==> config.mk <==
export PLATFORM = sky130hd
export DESIGN_NAME = json_value_skip_scanner_flat
export DESIGN_NICKNAME = d
export VERILOG_FILES = /design/src/rtl/jvss_pkg.sv /design/src/rtl/jvss_text_if.sv /design/src/rtl/jvss_result_if.sv /design/src/rtl/jvss_step.sv /design/src/rtl/json_value_skip_scanner.sv /design/src/flat_wrapper.sv
export SDC_FILE = /design/constraint.sdc
export NUM_CORES = 1
export LEC_CHECK = 0
export CORE_UTILIZATION = 55
export CTS_CLUSTER_SIZE = 12
export DETAILED_ROUTE_END_ITERATION = 12
export DONT_BUFFER_PORTS = 1
export PLACE_DENSITY = 0.67
export SYNTH_ARGS = -nofsm -noshare
export SYNTH_HDL_FRONTEND = slang
export SYNTH_SLANG_ARGS = --single-unit
==> constraint.sdc <==
create_clock -name clk -period 7.4 [get_ports clk]
set_input_delay 1.48 -clock clk [delete_from_list [all_inputs] [get_ports clk]]
set_output_delay 1.48 -clock clk [all_outputs]
set_load 0.02 [all_outputs]
==> src/rtl/jvss_pkg.sv <==
package jvss_pkg;

  // Bracket counter width; nesting_level reports its low 16 bits
  localparam int unsigned DEPTH_WIDTH = 16;
  localparam int unsigned LEVEL_WIDTH = 16;

  localparam logic [7:0] SCOPE_END_RESET = 8'h7D;

  localparam logic [7:0] CH_SPACE     = 8'h20;
  localparam logic [7:0] CH_TAB       = 8'h09;
  localparam logic [7:0] CH_CR        = 8'h0D;
  localparam logic [7:0] CH_QUOTE     = 8'h22;
  localparam logic [7:0] CH_COMMA     = 8'h2C;
  localparam logic [7:0] CH_BACKSLASH = 8'h5C;
  localparam logic [7:0] CH_LBRACE    = 8'h7B;
  localparam logic [7:0] CH_RBRACE    = 8'h7D;
  localparam logic [7:0] CH_LBRACKET  = 8'h5B;
  localparam logic [7:0] CH_RBRACKET  = 8'h5D;

  typedef logic [DEPTH_WIDTH-1:0] depth_t;

  localparam depth_t DEPTH_MAX = {DEPTH_WIDTH{1'b1}};

  typedef enum logic [2:0] {
    MODE_WS      = 3'd0,
    MODE_STR     = 3'd1,
    MODE_STR_ESC = 3'd2,
    MODE_BRK     = 3'd3,
    MODE_BRK_STR = 3'd4,
    MODE_BRK_ESC = 3'd5,
    MODE_SCALAR  = 3'd6,
    MODE_IDLE    = 3'd7
  } mode_t;

  typedef enum logic [2:0] {
    ST_CONT   = 3'd0,
    ST_INCL   = 3'd1,
    ST_EXCL   = 3'd2,
    ST_UNTERM = 3'd3,
    ST_OVER   = 3'd4,
    ST_IDLE   = 3'd5
  } status_t;

  // Scanner state carried from byte to byte
  typedef struct packed {
    mode_t  mode;
    depth_t depth;
    logic   open_is_brace;
  } scan_state_t;

  function automatic logic is_ws(input logic [7:0] c);
    return (c == CH_SPACE) || ((c >= CH_TAB) && (c <= CH_CR));
  endfunction

endpackage

==> src/rtl/jvss_text_if.sv <==
interface jvss_text_if;
  logic       valid;
  logic       ready;
  logic [7:0] text_byte;
  logic       start_of_value;
  logic       end_of_text;

  modport source (output valid, output text_byte, output start_of_value,
                  output end_of_text, input ready);
  modport sink (input valid, input text_byte, input start_of_value,
                input end_of_text, output ready);
endinterface

==> src/rtl/jvss_result_if.sv <==
interface jvss_result_if;
  logic        valid;
  logic        ready;
  logic [2:0]  scan_status;
  logic [15:0] nesting_level;

  modport source (output valid, output scan_status, output nesting_level, input ready);
  modport sink (input valid, input scan_status, input nesting_level, output ready);
endinterface

==> src/rtl/jvss_step.sv <==
module jvss_step (
  input  jvss_pkg::scan_state_t cur,
  input  logic [7:0]            text_byte,
  input  logic                  start_of_value,
  input  logic                  end_of_text,
  input  logic [7:0]            scope_end_char,
  output jvss_pkg::scan_state_t nxt,
  output jvss_pkg::status_t     status
);

  jvss_pkg::scan_state_t base;
  jvss_pkg::depth_t      dec_depth;
  logic [7:0]            opener;
  logic [7:0]            closer;
  logic                  scalar_end;

  // Start of a new value clears the scan
  always_comb begin
    if (start_of_value) begin
      base.mode          = jvss_pkg::MODE_WS;
      base.depth         = '0;
      base.open_is_brace = 1'b0;
    end else begin
      base = cur;
    end
  end

  // Bracket kind is taken from the state before this byte
  assign opener = cur.open_is_brace ? jvss_pkg::CH_LBRACE : jvss_pkg::CH_LBRACKET;
  assign closer = cur.open_is_brace ? jvss_pkg::CH_RBRACE : jvss_pkg::CH_RBRACKET;

  assign scalar_end = jvss_pkg::is_ws(text_byte) || (text_byte == jvss_pkg::CH_COMMA) ||
                      (text_byte == scope_end_char);

  assign dec_depth = (base.depth != '0) ? (base.depth - 1'b1) : base.depth;

  // Per-byte mode update
  always_comb begin
    logic keep;
    keep   = 1'b0;
    nxt    = base;
    status = jvss_pkg::ST_IDLE;
    unique case (base.mode)
      jvss_pkg::MODE_WS, jvss_pkg::MODE_SCALAR: begin
        if ((base.mode == jvss_pkg::MODE_WS) && jvss_pkg::is_ws(text_byte)) begin
          keep = 1'b1;
        end else if ((base.mode == jvss_pkg::MODE_WS) && (text_byte == jvss_pkg::CH_QUOTE)) begin
          nxt.mode = jvss_pkg::MODE_STR;
          keep     = 1'b1;
        end else if ((base.mode == jvss_pkg::MODE_WS) &&
                     ((text_byte == jvss_pkg::CH_LBRACE) ||
                      (text_byte == jvss_pkg::CH_LBRACKET))) begin
          nxt.open_is_brace = (text_byte == jvss_pkg::CH_LBRACE);
          nxt.depth         = jvss_pkg::depth_t'(1);
          nxt.mode          = jvss_pkg::MODE_BRK;
          keep              = 1'b1;
        end else if (scalar_end) begin
          nxt.mode = jvss_pkg::MODE_IDLE;
          status   = jvss_pkg::ST_EXCL;
        end else if (end_of_text) begin
          nxt.mode = jvss_pkg::MODE_IDLE;
          status   = jvss_pkg::ST_INCL;
        end else begin
          nxt.mode = jvss_pkg::MODE_SCALAR;
          status   = jvss_pkg::ST_CONT;
        end
      end
      jvss_pkg::MODE_STR, jvss_pkg::MODE_BRK_STR: begin
        if (text_byte == jvss_pkg::CH_QUOTE) begin
          if (base.mode == jvss_pkg::MODE_STR) begin
            nxt.mode = jvss_pkg::MODE_IDLE;
            status   = jvss_pkg::ST_INCL;
          end else begin
            nxt.mode = jvss_pkg::MODE_BRK;
            keep     = 1'b1;
          end
        end else begin
          if (text_byte == jvss_pkg::CH_BACKSLASH) begin
            nxt.mode = (base.mode == jvss_pkg::MODE_STR) ? jvss_pkg::MODE_STR_ESC
                                                          : jvss_pkg::MODE_BRK_ESC;
          end
          keep = 1'b1;
        end
      end
      jvss_pkg::MODE_STR_ESC: begin
        nxt.mode = jvss_pkg::MODE_STR;
        keep     = 1'b1;
      end
      jvss_pkg::MODE_BRK_ESC: begin
        nxt.mode = jvss_pkg::MODE_BRK_STR;
        keep     = 1'b1;
      end
      jvss_pkg::MODE_BRK: begin
        if (text_byte == jvss_pkg::CH_QUOTE) begin
          nxt.mode = jvss_pkg::MODE_BRK_STR;
          keep     = 1'b1;
        end else if (text_byte == opener) begin
          if (base.depth == jvss_pkg::DEPTH_MAX) begin
            nxt.mode = jvss_pkg::MODE_IDLE;
            status   = jvss_pkg::ST_OVER;
          end else begin
            nxt.depth = base.depth + 1'b1;
            keep      = 1'b1;
          end
        end else if (text_byte == closer) begin
          nxt.depth = dec_depth;
          if (dec_depth == '0) begin
            nxt.mode = jvss_pkg::MODE_IDLE;
            status   = jvss_pkg::ST_INCL;
          end else begin
            keep = 1'b1;
          end
        end else begin
          keep = 1'b1;
        end
      end
      jvss_pkg::MODE_IDLE: begin
        status = jvss_pkg::ST_IDLE;
      end
      default: begin
        nxt.mode = jvss_pkg::MODE_IDLE;
        status   = jvss_pkg::ST_IDLE;
      end
    endcase
    // Byte consumed without an end: unterminated if the text stops here
    if (keep) begin
      if (end_of_text) begin
        nxt.mode = jvss_pkg::MODE_IDLE;
        status   = jvss_pkg::ST_UNTERM;
      end else begin
        status = jvss_pkg::ST_CONT;
      end
    end
  end

endmodule

==> src/rtl/json_value_skip_scanner.sv <==
// Channel  Dir  Payload                                    Handshake
// text     in   text_byte[7:0], start_of_value, end_of_text  valid/ready
// result   out  scan_status[2:0], nesting_level[15:0]       valid/ready
// cfg      in   cfg_wr_data[7:0] -> scope_end_char          cfg_wr_en
//
// One result per byte; a byte passes from the input register through the scan
// update into the result register.
// Throughput is one byte per cycle while result.ready holds; the mode update is combinational.
// rst (synchronous) clears both stages, idles the scanner, zeroes the depth
// and loads scope_end_char with '}'. A stalled result holds the pipe and
// text.ready drops only once the input register is also full.
module json_value_skip_scanner (
  input  logic               clk,
  input  logic               rst,
  input  logic               cfg_wr_en,
  input  logic [7:0]         cfg_wr_data,
  jvss_text_if.sink          text,
  jvss_result_if.source      result
);

  logic                  in_valid;
  logic [7:0]            in_byte;
  logic                  in_start;
  logic                  in_last;
  logic                  out_valid;
  jvss_pkg::status_t     out_status;
  jvss_pkg::depth_t      out_depth;
  logic [7:0]            scope_end_char;
  jvss_pkg::scan_state_t state;
  jvss_pkg::scan_state_t state_next;
  jvss_pkg::status_t     status_next;
  logic                  advance;

  // Move a byte into the result stage when that stage is free or draining
  assign advance     = in_valid && (!out_valid || result.ready);
  assign text.ready  = !in_valid || advance;

  jvss_step u_step (
    .cur            (state),
    .text_byte      (in_byte),
    .start_of_value (in_start),
    .end_of_text    (in_last),
    .scope_end_char (scope_end_char),
    .nxt            (state_next),
    .status         (status_next)
  );

  // Configuration register
  always_ff @(posedge clk) begin
    if (rst) begin
      scope_end_char <= jvss_pkg::SCOPE_END_RESET;
    end else if (cfg_wr_en) begin
      scope_end_char <= cfg_wr_data;
    end
  end

  // Input register
  always_ff @(posedge clk) begin
    if (rst) begin
      in_valid <= 1'b0;
    end else if (text.ready) begin
      in_valid <= text.valid;
    end
    if (text.valid && text.ready) begin
      in_byte  <= text.text_byte;
      in_start <= text.start_of_value;
      in_last  <= text.end_of_text;
    end
  end

  // Scan state and result register
  always_ff @(posedge clk) begin
    if (rst) begin
      state.mode          <= jvss_pkg::MODE_IDLE;
      state.depth         <= '0;
      state.open_is_brace <= 1'b0;
      out_valid           <= 1'b0;
    end else begin
      if (advance) begin
        state     <= state_next;
        out_valid <= 1'b1;
      end else if (result.ready) begin
        out_valid <= 1'b0;
      end
    end
    if (advance) begin
      out_status <= status_next;
      out_depth  <= state_next.depth;
    end
  end

  assign result.valid         = out_valid;
  assign result.scan_status   = out_status;
  assign result.nesting_level = jvss_pkg::LEVEL_WIDTH'(out_depth);

endmodule
==> src/flat_wrapper.sv <==
// flat-port wrapper written by rule: the top's interface ports become plain ports
module json_value_skip_scanner_flat 
  (clk, rst, cfg_wr_en, cfg_wr_data, text_valid, text_text_byte, text_start_of_value, text_end_of_text, text_ready, result_valid, result_scan_status, result_nesting_level, result_ready);
  jvss_text_if text_i ();
  jvss_result_if result_i ();
  input  logic clk;
  input  logic rst;
  input  logic cfg_wr_en;
  input  logic [7:0] cfg_wr_data;
  input wire logic [$bits(text_i.valid)-1:0] text_valid;
  input wire logic [$bits(text_i.text_byte)-1:0] text_text_byte;
  input wire logic [$bits(text_i.start_of_value)-1:0] text_start_of_value;
  input wire logic [$bits(text_i.end_of_text)-1:0] text_end_of_text;
  output wire logic [$bits(text_i.ready)-1:0] text_ready;
  output wire logic [$bits(result_i.valid)-1:0] result_valid;
  output wire logic [$bits(result_i.scan_status)-1:0] result_scan_status;
  output wire logic [$bits(result_i.nesting_level)-1:0] result_nesting_level;
  input wire logic [$bits(result_i.ready)-1:0] result_ready;
  assign text_i.valid = text_valid;
  assign text_i.text_byte = text_text_byte;
  assign text_i.start_of_value = text_start_of_value;
  assign text_i.end_of_text = text_end_of_text;
  assign text_ready = text_i.ready;
  assign result_valid = result_i.valid;
  assign result_scan_status = result_i.scan_status;
  assign result_nesting_level = result_i.nesting_level;
  assign result_i.ready = result_ready;
  json_value_skip_scanner u_core (.clk(clk), .rst(rst), .cfg_wr_en(cfg_wr_en), .cfg_wr_data(cfg_wr_data), .text(text_i), .result(result_i));
endmodule
; Yosys cells after proc, flatten, opt, wreduce, memory -nomap -nowiden
; Index checks and enable logic that the tools add are counted.
[word_totals]
memories = 0
latch_bits = 0
mem_bits_ro = 0
output_inout_bits = 21
ramBits = 0
regBits = 59
[op_classes]
n_shift = 0
eq_ne = 16
mul = 0
addsub = 2
n_reduce_logical = 21
muxes = 55
n_lt_le_gt_ge = 2
bitwise = 0
div = 0
[ops]
columns = op, count
row1 = $mux W3, 22
row2 = $mux W16, 3
row3 = $mux W20, 2
row4 = $mux W19, 2
row5 = $mux W17, 2
row6 = $pmux W16 S2, 1
row7 = $eq A8 B6 Y1 const B, 3
row8 = $eq A8 B7 Y1 const B, 3
row9 = $mux W1, 17
row10 = $add A16 B1 Y16 const B, 1
row11 = $eq A16 B16 Y1 const B, 1
row12 = $eq A8 B8 Y1, 2
row13 = $logic_not A16 Y1, 1
row14 = $reduce_bool A16 Y1, 1
row15 = $sub A16 B1 Y16 const B, 1
row16 = $pmux W3 S5, 1
row17 = $mux W6, 2
row18 = $eq A3 B3 Y1 const B, 3
row19 = $pmux W3 S3, 1
row20 = $eq A8 B7 Y1, 1
row21 = $ge A8 B4 Y1 const B, 1
row22 = $le A8 B4 Y1 const B, 1
row23 = $eq A3 B2 Y1 const B, 2
row24 = $logic_and A1 B1 Y1, 6
row25 = 8 further kinds, 16

; Depth between registers and ports, before layout
; Gate-level depths: netlist (run 1).
[depth]
word_depth = 12
depth_mapped = 15
ltp_nobuf = 12

; Hierarchy
; From an unflattened synthesis (run 1), not the netlist that was laid out.
[hier_totals]
hier_cells = 519
hier_area_um2 = 4433.0
[modules_own_cells]
columns = mod, area_each_um2, n_inst, cells_each, seq_area_each_um2
row1 = jvss_step, 2285.9, 1, 367, 0.0
row2 = json_value_skip_scanner, 2147.1, 1, 152, 1471.4

; Least setup slack after synthesis (run 1)
; OpenSTA, ideal clock, no wires.
[synth_path]
path_type = input-to-output
from = input result_ready
to = output text_ready
setup_slack_ns = 4.088
n_path_buf = 0
path_stages = 2
arrival_time_ns = 1.832
path_cell_list = nor2b_1 > nand2_1
[synth_between]
elab_chain_cells = 3
[synth_rtl]
columns = item, line_no
row1 = from (decl), flat_wrapper.sv:18  ; input wire logic [$bits(result_i.ready)-1:0] result_ready;
row2 = $logic_or A1 B1 Y1, json_value_skip_scanner.sv:35  ; assign advance = in_valid && (!out_valid || result.ready);
row3 = $logic_and A1 B1 Y1, json_value_skip_scanner.sv:35
row4 = $logic_or A1 B1 Y1, json_value_skip_scanner.sv:36  ; assign text.ready = !in_valid || advance;
row5 = to (decl), flat_wrapper.sv:14  ; output wire logic [$bits(text_i.ready)-1:0] text_ready;
; No other way between the ends.

; Final worst setup path (run 1)
[layout_path]
from = register u_core.in_start
to = register u_core.out_status[0], in the netlist u_core.result.scan_status[0], data pin
[layout_between]
elab_chain_cells = 10
[layout_rtl]
columns = item, line_no
row1 = from (decl), json_value_skip_scanner.sv:23  ; logic in_start;
row2 = from (signal assigned), json_value_skip_scanner.sv:66  ; in_start <= text.start_of_value;
row3 = $mux W20 (*), jvss_step.sv:19  ; if (start_of_value) begin
row4 = $sub A16 B1 Y16 or $reduce_bool A16 Y1 (tied branches), jvss_step.sv:35  ; assign dec_depth = (base.depth != '0) ? (base.depth - 1'b1) : base.depth;
row5 = $mux W16, jvss_step.sv:35
row6 = $logic_not A16 Y1, jvss_step.sv:107  ; if (dec_depth == '0) begin
row7 = $mux W1, jvss_step.sv:107
row8 = $mux W1, jvss_step.sv:105  ; end else if (text_byte == closer) begin
row9 = $mux W1, jvss_step.sv:97  ; end else if (text_byte == opener) begin
row10 = $mux W1, jvss_step.sv:94  ; if (text_byte == jvss_pkg::CH_QUOTE) begin
row11 = $pmux W1 S4, jvss_step.sv:43  ; unique case (base.mode)
row12 = $mux W3 (*), jvss_step.sv:126  ; if (keep) begin
row13 = net u_core.status_next[0], json_value_skip_scanner.sv:31  ; jvss_pkg::status_t status_next;
row14 = to (signal assigned), json_value_skip_scanner.sv:87  ; out_status <= status_next;
row15 = to (decl), json_value_skip_scanner.sv:26  ; jvss_pkg::status_t out_status;
; The timed path passes the listed nets; every way through them passes the cells marked *.
; A chain may end at the register's enable or synchronous reset.

==> flow_summary.ini, run 1 <==
[floorplanning]
die_area_um2 = 8197
initial_utilization_pct = 58.20
core_um2 = 7408
dieWidth_um = 90.54
rows = 31
ios = 44
die_h_um = 90.54

[sta]
max_freq_ghz = 0.2589
relSlewSlack_pct = 36.57
setup_slack_ps = 3537
finClkSkew_ps = 13.41
finalCriticalPeriod_ps = 3863
finalHoldViolCount = 0
rsz0062_at_grt = no
final.setup.tns_ps = 0
tightest_slew_ps = 947.9
drv_slew = 0
period_share_pct = 52.21
finalSetupViolCount = 0

[routing]
wl_per_cell_um = 21.32
drt_pass1_iterations = 5
dr.max_layer_used = met4
drc = 0
wl_met1_um = 4934
drtIter0Drc = 468
wl_met3_um = 1068
via_per_inst = 7.005
dr_wl_met2_um = 6021
totalWireLength_um = 12600
ant_nets = 0
vias = 4140

[setup_path]
worstPathArrival_ps = 4090
slowest_delay_ps = 470
cp.buffers_inverters = 2
cp.required_ps = 7620
crit_type = reg2reg
crit_fanout = 41
critical_path.top_delay_family = simple AND/OR/NAND/NOR gates
r2r_start = u_core.in_start$_DFFE_PP_
slowest_stage = nand4_1
end_kind = register
r2r_setup_slack_ps = 3540
path_cells = buf_4 -> inv_1 -> nand2_1 -> ha_1 -> nor4b_2 -> nand4_1 -> and2_1 -> a221o_1 -> and3b_1 -> nand3_1 -> a211oi_2 -> o32a_2
rr_worst_depth = 12
r2r_end = u_core.result.scan_status[0]$_DFFE_PP_
start_kind = register

[grt]
antenna_found_initial = 0
grt_pass1_vias = 3962
grt_max_degree = 42
track_usage_pct = 31.92
grt_overflow = 0
grt_pass1_wl_um = 20390

[logic_synthesis]
synth-seq-cells = 59
synthXorXnorAreaFrac_pct = 2.641
yosys.cell_count.top_type = nor2_1
synthDistinctLibCells = 88
syn_inst = 513
synth_compound_area_share_pct = 24.99
synth_area_um2 = 4312
synth_top_area_cell = edfxtp_1
muxShareOfSynthArea_pct = 0.6965
synthTopCellsByCount = nor2_1 (68), nand2_1 (37), a21oi_1 (30), dfxtp_1 (30), edfxtp_1 (29)
async_flop_share_pct = 0
synth.avg_cell_area_um2 = 8.405
synth-edff-count = 29
ys_warn_count = 0
yosysTopAreaCellShare_pct = 20.20
seq_area_frac_synth_pct = 34.13
synth_nets = 539
yosys.area_share.simple_pct = 29.19
synth_area_leaders = edfxtp_1 (20%), dfxtp_1 (14%), nor2_1 (5.9%)
ys.flop_type = dfxtp_1
synth_top_family_by_area = simple AND/OR/NAND/NOR gates
yosys.area_share.adder_pct = 0.8706

[clock_tree]
cts_max_path_buffers = 2
clock-root-buffer = clkbuf_8
path_clk_slew_ps = 70
htree_num_levels = 3
cts_setup_buffers = 0
numCtsBuffers = 9
cts_hold_buf = 0
clk_latency_ps = 350
post_cts_resize_count = 0
cts_tree = yes
numClockSinks = 59

[finish]
drive_above_1_share_pct = 9.959
nNetsFinal = 513
multiInputGateArea_um2 = 2522
finish.instance_area_um2 = 4392
seq_area_um2 = 1471
fillers = 681
area_growth_syn_to_layout_pct = 1.857
insertedDiodeCount = 0

[placement]
gp_congestion = 0.9944
dpl_worst_slack_ps = 3674
portBuffers = 0
dpl.hpwl_um = 8921
dpl-instance-area_um2 = 4193

[worst_hold_path]
min-delay-start = u_core.state[0]$_SDFFE_PP0P_
hold_path_end = u_core.state[0]$_SDFFE_PP0P_
whs_path_depth = 2
hold_path_class = reg2reg

[outcome]
status = finished clean

[flow_run]
maxCapViolCount = 0

[pwr]
p_leak_uw = 0.001551
ir_worst_vdd_uv = 134.1
power_density_nw_per_um2 = 190.9
[routing by layer]
layer  vias up  global-route usage [%]
li1       1879                       -
met1      1959                   39.14
met2       247                   51.70
met3        55                   6.313
met4         0                   19.09
met5         -                       0
[cells by family after synthesis]
logic type,Yosys count
DFF,59
AOI/OAI and AO/OA,149
xor gates and xnor gates,13
muxes,3
buffers and inverters,54
and+or+nand+nor,232
adders and majority gates,3
[sequential cells by signal, indices dropped and copies added (netlist names)]
name                         cells
u_core.scope_end_char            8
u_core.in_last                   1
u_core.in_start                  1
u_core.result.scan_status        3
u_core.in_valid                  1
u_core.result.nesting_level     16
u_core.in_byte                   8
u_core.result.valid              1
u_core.state                    20
[placed cells by master (no fill, tap or decap), types with 4 or more instances in the layout]
cell and instances:
a211o_1 7, a211oi_1 5, a21o_1 5, a21oi_1 30, a221oi_1 4, a31oi_1 7, and3_1 4, clkbuf_8 10
dfxtp_1 30, edfxtp_1 29, inv_1 14, nand2_1 37, nand2b_1 6, nand3_1 18, nand4_1 9, nor2_1 68
nor2b_1 16, nor3_1 19, nor3b_1 4, nor4_1 6, o211ai_1 7, o21a_1 6, o21ai_0 19, o21ai_1 5
o221ai_1 7, or3_1 9, xnor2_1 11
[how the worst max path moves through the flow]
stage / endpoint / startpoint / slack (ps) / depth (start not counted)
3_5_place_dp: u_core.result.scan_status[0]$_DFFE_PP_ / u_core.in_start$_DFFE_PP_ / 3670 / 12
5_1_grt: u_core.state[18]$_SDFFE_PP1P_ / u_core.in_start$_DFFE_PP_ / 3160 / 12
2_1_floorplan: text_ready / result_ready / 4090 / 2
3_3_place_gp: u_core.result.scan_status[0]$_DFFE_PP_ / u_core.in_start$_DFFE_PP_ / 3720 / 12
6_report: u_core.result.scan_status[0]$_DFFE_PP_ / u_core.in_start$_DFFE_PP_ / 3540 / 12
4_1_cts: u_core.result.scan_status[0]$_DFFE_PP_ / u_core.in_start$_DFFE_PP_ / 3650 / 12
[layout make-up]
class / instances / share of cell area [%]
Clock buffer: 10 / 3.134
Multi-Input combinational cell: 400 / 57.44
Sequential cell: 59 / 33.50
Tap cell: 99 / 2.821
Clock inverter: 6 / 1.396
Inverter: 14 / 1.197
Timing Repair Buffer: 3 / 0.5128
[stage by stage]
step           instances  power, uW  utilization, %  hold slack [ps]
2_1_floorplan        513      512.2               -            448.1
3_3_place_gp         575      533.2           56.60            450.1
3_5_place_dp         575      533.4           56.60            459.3
4_1_cts              591      839.5           59.28            468.6
5_1_grt              591      868.9           59.28            498.1
6_report             591      838.4           59.28            468.7
[power by group]
part           switching [uW]  internal (uW)  total, uW
clock network             142            165        307
logic                    85.3           54.9        140
registers                30.3            361        391
total                     258            580        838
[worst reg2reg max path, cell delays in order (launching register included)]
cell      delay (ps)
edfxtp_1         320
buf_4            380
inv_1            140
nand2_1          190
ha_1             280
nor4b_2          410
nand4_1          480
and2_1           410
a221o_1          340
and3b_1          260
nand3_1          130
a211oi_2         240
o32a_2           160
No activity file was read; power rests on OpenSTA's default activity.
==> run 2, diff against run 1 <==
Clock period 7.4 ns to 3.89 ns, I/O delays scaled along.
==> flow_summary.ini, run 2 (synthesis gave the netlist of run 1 again) <==
[routing]
drc = 0
drtIter0Drc = 485
wl_per_cell_um = 20.84
drt_pass1_iterations = 5
totalWireLength_um = 12540
via_per_inst = 6.867
ant_nets = 0
vias = 4134

[finish]
largest-register = u_core.state
largest_register_ffs = 20
final_common_cell = nor2_1
insertedDiodeCount = 0
layout_common_cells = nor2_1 (68), nand2_1 (37), a21oi_1 (30), dfxtp_1 (30), edfxtp_1 (29)
nNetsFinal = 524
drive_above_1_share_pct = 11.73
area_growth_syn_to_layout_pct = 4.237

[sta]
rsz0062_at_grt = no
finalSetupViolCount = 0
finClkSkew_ps = 6.724
setup_slack_ps = 527.9
max_freq_ghz = 0.2974
drv_slew = 0
final.setup.tns_ps = 0
relSlewSlack_pct = 50.16
finalHoldViolCount = 0
period_share_pct = 86.43
finalCriticalPeriod_ps = 3362
tightest_slew_ps = 739.8

[grt]
grt_max_degree = 41
grt_overflow = 0
grt_pass1_wl_um = 20100
grt_pass1_vias = 3862
track_usage_pct = 31.06
antenna_found_initial = 0

[setup_path]
crit_type = reg2reg
end_kind = register
start_kind = register
cp.required_ps = 4110
worstPathArrival_ps = 3580
crit_fanout = 11

[clock_tree]
numCtsBuffers = 9
cts_setup_buffers = 0
cts_max_path_buffers = 2
cts_tree = yes
htree_num_levels = 3
clk_latency_ps = 340
path_clk_slew_ps = 70
cts_hold_buf = 0
post_cts_resize_count = 0
clock-root-buffer = clkbuf_8
numClockSinks = 59

[floorplanning]
dieWidth_um = 90.54
die_area_um2 = 8197
core_um2 = 7408
rows = 31
die_h_um = 90.54
ios = 44
initial_utilization_pct = 58.20

[placement]
portBuffers = 0
gp_congestion = 1.010
dpl.hpwl_um = 9049
dpl_worst_slack_ps = 632.7

[worst_hold_path]
hold_path_class = reg2reg

[pwr]
ir_worst_vdd_uv = 222.3
power_density_nw_per_um2 = 367.6
p_leak_uw = 0.001611

[flow_run]
maxCapViolCount = 0

[outcome]
status = finished clean
==> run 2: final timing paths <==
check | cells past startpoint | startpoint | endpoint | slack, ps
setup reg to reg | 11 | u_core.state[1]$_SDFFE_PP0P_ | u_core.result.scan_status[0]$_DFFE_PP_ | 530
hold / removal | 2 | u_core.state[0]$_SDFFE_PP0P_ | u_core.state[0]$_SDFFE_PP0P_ | 470
hold reg to reg | 2 | u_core.state[0]$_SDFFE_PP0P_ | u_core.state[0]$_SDFFE_PP0P_ | 470
setup / recovery | 11 | u_core.state[1]$_SDFFE_PP0P_ | u_core.result.scan_status[0]$_DFFE_PP_ | 530
==> run 2: layout make-up <==
type / count / area (um^2)
timing repair buffer: 14 / 105.1
tap: 99 / 123.9
inverter: 14 / 52.55
clock inverter: 7 / 100.1
clock buffer: 9 / 123.9
sequential: 59 / 1471
fill: 689 / 2914
multi-input combinational: 400 / 2517
==> run 2: metal layers <==
layer	up-vias	GRT usage (%)	wire length (um)
met2	232	53.28	6214
li1	1906	-	-
met3	42	4.630	846
met5	-	0	0
met4	0	12.50	357
met1	1954	38.90	5126
==> run 2: critical path, stage by stage (launching register included) <==
cell and delay [ps]:
dfxtp_1 410, nand2_1 210, ha_1 290, nor4b_2 230
buf_4 170, nand4_1 350, and2_1 400, a221o_1 350
and3b_1 270, nand3_1 130, a211oi_2 240, o32a_2 170
==> run 2: report_power, final <==
group,switching (uW),internal [uW],total [uW]
Clock,272,365,636
Sequential,56.3,686,742
Combinational,163,111,273
==> run 2: through the flow <==
step	cells	power, uW	utilization [%]	area, um^2	hold WS (ps)
after detailed placement	586	1020	57.64	4270	467.0
after floorplan	513	974.3	-	4312	448.1
after global placement	586	1019	57.64	4270	452.6
after CTS	602	1648	60.67	4494	477.4
final	602	1652	60.67	4494	473.4
after global routing	602	1706	60.67	4494	489.2
==> run 3, diff against run 2 <==
Settings changed: SYNTH_HIERARCHICAL set to 1.
==> flow_summary.ini, run 3 <==
[sta]
finalHoldViolCount = 0
finalSetupViolCount = 0
rsz0062_at_grt = no
max_freq_ghz = 0.3012
finalCriticalPeriod_ps = 3321
period_share_pct = 85.36
finClkSkew_ps = 18.00
relSlewSlack_pct = 36.65
drv_slew = 0
tightest_slew_ps = 950.3
final.setup.tns_ps = 0

[setup_path]
crit_type = reg2reg
cp.required_ps = 4110
r2r_setup_slack_ps = 570
r2r_end = u_core/state[18]$_SDFFE_PP1P_
r2r_start = u_core/in_start$_DFFE_PP_
rr_worst_depth = 12
crit_fanout = 9
worstPathArrival_ps = 3540
end_kind = register
start_kind = register

[routing]
totalWireLength_um = 12030
drtIter0Drc = 352
via_per_inst = 6.722
ant_nets = 0
vias = 4107
drt_pass1_iterations = 5
wl_per_cell_um = 19.69
drc = 0

[pwr]
internal_power_uw = 1024
p_leak_uw = 0.001616
power_density_nw_per_um2 = 293.9
p_sw_share_pct = 25.18
comb_power_share_pct = 7.1
power.total_uw = 1368
seqPwrFrac_pct = 51.4
ir_worst_vdd_uv = 192.1
clkPwrFrac_pct = 41.5
p_sw_uw = 344.5

[finish]
area_growth_syn_to_layout_pct = 4.996
stdcell_count = 611
largest-register = u_core/state
drive_above_1_share_pct = 9.449
largest_register_ffs = 20
nNetsFinal = 528
finish.instance_area_um2 = 4654
layout_common_cells = nand2b_1 (41), nor2_1 (36), nand2_1 (34)
final_common_cell = nand2b_1

[logic_synthesis]
seq_area_frac_synth_pct = 33.19
synth_top_area_cell = edfxtp_1
synth-edff-count = 29
synth-seq-cells = 59
ys.flop_type = dfxtp_1
synth_nets = 544
yosys.cell_count.top_type = nand2b_1
synth.avg_cell_area_um2 = 8.541
ys_warn_count = 6
async_flop_share_pct = 0
yosysTopAreaCellShare_pct = 19.64
synthTopCellsByCount = nand2b_1 (41), nor2_1 (36), nand2_1 (34)
synth_area_leaders = edfxtp_1 (20%), dfxtp_1 (14%), mux2i_1 (5.9%)
syn_inst = 519
synthDistinctLibCells = 70
synth_area_um2 = 4433

[grt]
grt_pass1_wl_um = 19290
grt_pass1_vias = 3778
grt_overflow = 0
grt_max_degree = 51
track_usage_pct = 29.48
antenna_found_initial = 0

[placement]
dp.cells = 594
portBuffers = 0
dpl-instance-area_um2 = 4453
dpl.hpwl_um = 8332
gp_congestion = 0.9455

[worst_hold_path]
hold_path_class = in2reg
min-delay-start = rst
hold_path_end = u_core/in_valid$_SDFFE_PP0P_
whs_path_depth = 1

[floorplanning]
initial_utilization_pct = 57.07
ios = 44
die_h_um = 91.78
die_area_um2 = 8423
dieWidth_um = 91.78
rows = 32
core_um2 = 7767

[outcome]
status = finished clean

[flow_run]
maxCapViolCount = 0

[clock_tree]
htree_num_levels = 3
cts_tree = yes
cts_hold_buf = 0
numClockSinks = 59
clk_latency_ps = 360
numCtsBuffers = 9
post_cts_resize_count = 0
cts_max_path_buffers = 2
path_clk_slew_ps = 80
cts_setup_buffers = 0
clock-root-buffer = clkbuf_8
[run 3: area by class of cell]
type / count / area, um^2
inverter: 10 / 37.54
timing repair buffer: 13 / 97.59
clock buffer: 13 / 180.2
sequential: 59 / 1471
antenna: 1 / 2.502
tap: 102 / 127.6
clock inverter: 3 / 18.77
fill: 713 / 3113
multi-input combinational: 410 / 2719
[run 3: layer usage]
layer  part of all wire (%)  GRT usage [%]
met5                      0              0
met4                    4.0          14.84
met3                    8.5          5.556
met2                     46          48.43
met1                     41          36.97
[run 3: cell families after synthesis]
logic type               count (synthesis)  share of synthesized area, %
AO/OA/AOI/OAI                          137                         21.20
XOR/XNOR                                10                         1.976
adder cells (fa/ha/maj)                  2                        0.5644
buffers and inverters                   50                         5.589
flip-flops                              59                         33.19
multiplexers                            26                         5.871
AND/OR/NAND/NOR                        235                         31.61
[run 3: how the worst max path moves through the flow]
| stage | start | endpoint | slack [ps] | cells after the start |
|---|---|---|---|---|
| final | u_core/in_start$_DFFE_PP_ | u_core/state[18]$_SDFFE_PP1P_ | 570 | 12 |
| after floorplan | u_core/in_start$_DFFE_PP_ | u_core/state[18]$_SDFFE_PP1P_ | 790 | 13 |
| after CTS | u_core/in_start$_DFFE_PP_ | u_core/state[18]$_SDFFE_PP1P_ | 580 | 12 |
| after global routing | u_core/in_start$_DFFE_PP_ | u_core/state[18]$_SDFFE_PP1P_ | 230 | 12 |
| after detailed placement | u_core/in_start$_DFFE_PP_ | u_core/state[18]$_SDFFE_PP1P_ | 600 | 12 |
| after global placement | u_core/state[2]$_SDFFE_PP0P_ | u_core/state[18]$_SDFFE_PP1P_ | 760 | 12 |
[run 3: critical path, cell delays in order, from the launching register on]
cell	delay, ps
edfxtp_1	400
nor2b_1	110
inv_1	110
ha_1	280
nor3b_2	500
nand4_1	310
a211oi_1	300
o211ai_1	160
nor4_4	420
a2bb2oi_2	250
o2111ai_1	140
nor2_1	120
mux2i_1	70
[run 3: power groups by stage]
| stage | combinational [uW] | sequential [uW] | clock, uW |
|---|---|---|---|
| 6_report | 96.7 | 703 | 568 |
| 5_1_grt | 104 | 706 | 597 |
| 4_1_cts | 95.1 | 704 | 576 |
| 3_5_place_dp | 95.0 | 717 | 0 |
| 3_3_place_gp | 93.3 | 717 | 0 |
| 2_1_floorplan | 92.9 | 708 | 0 |
[run 3: stage by stage]
stage | util, % | hold slack (ps) | setup slack (ps)
after global routing | 59.89 | 482.8 | 225.9
after CTS | 59.89 | 479.7 | 581.5
final | 59.92 | 486.5 | 569.5
after detailed placement | 57.33 | 483.3 | 599.1
after global placement | 57.33 | 482.3 | 757.9
after floorplan | - | 445.4 | 788.3
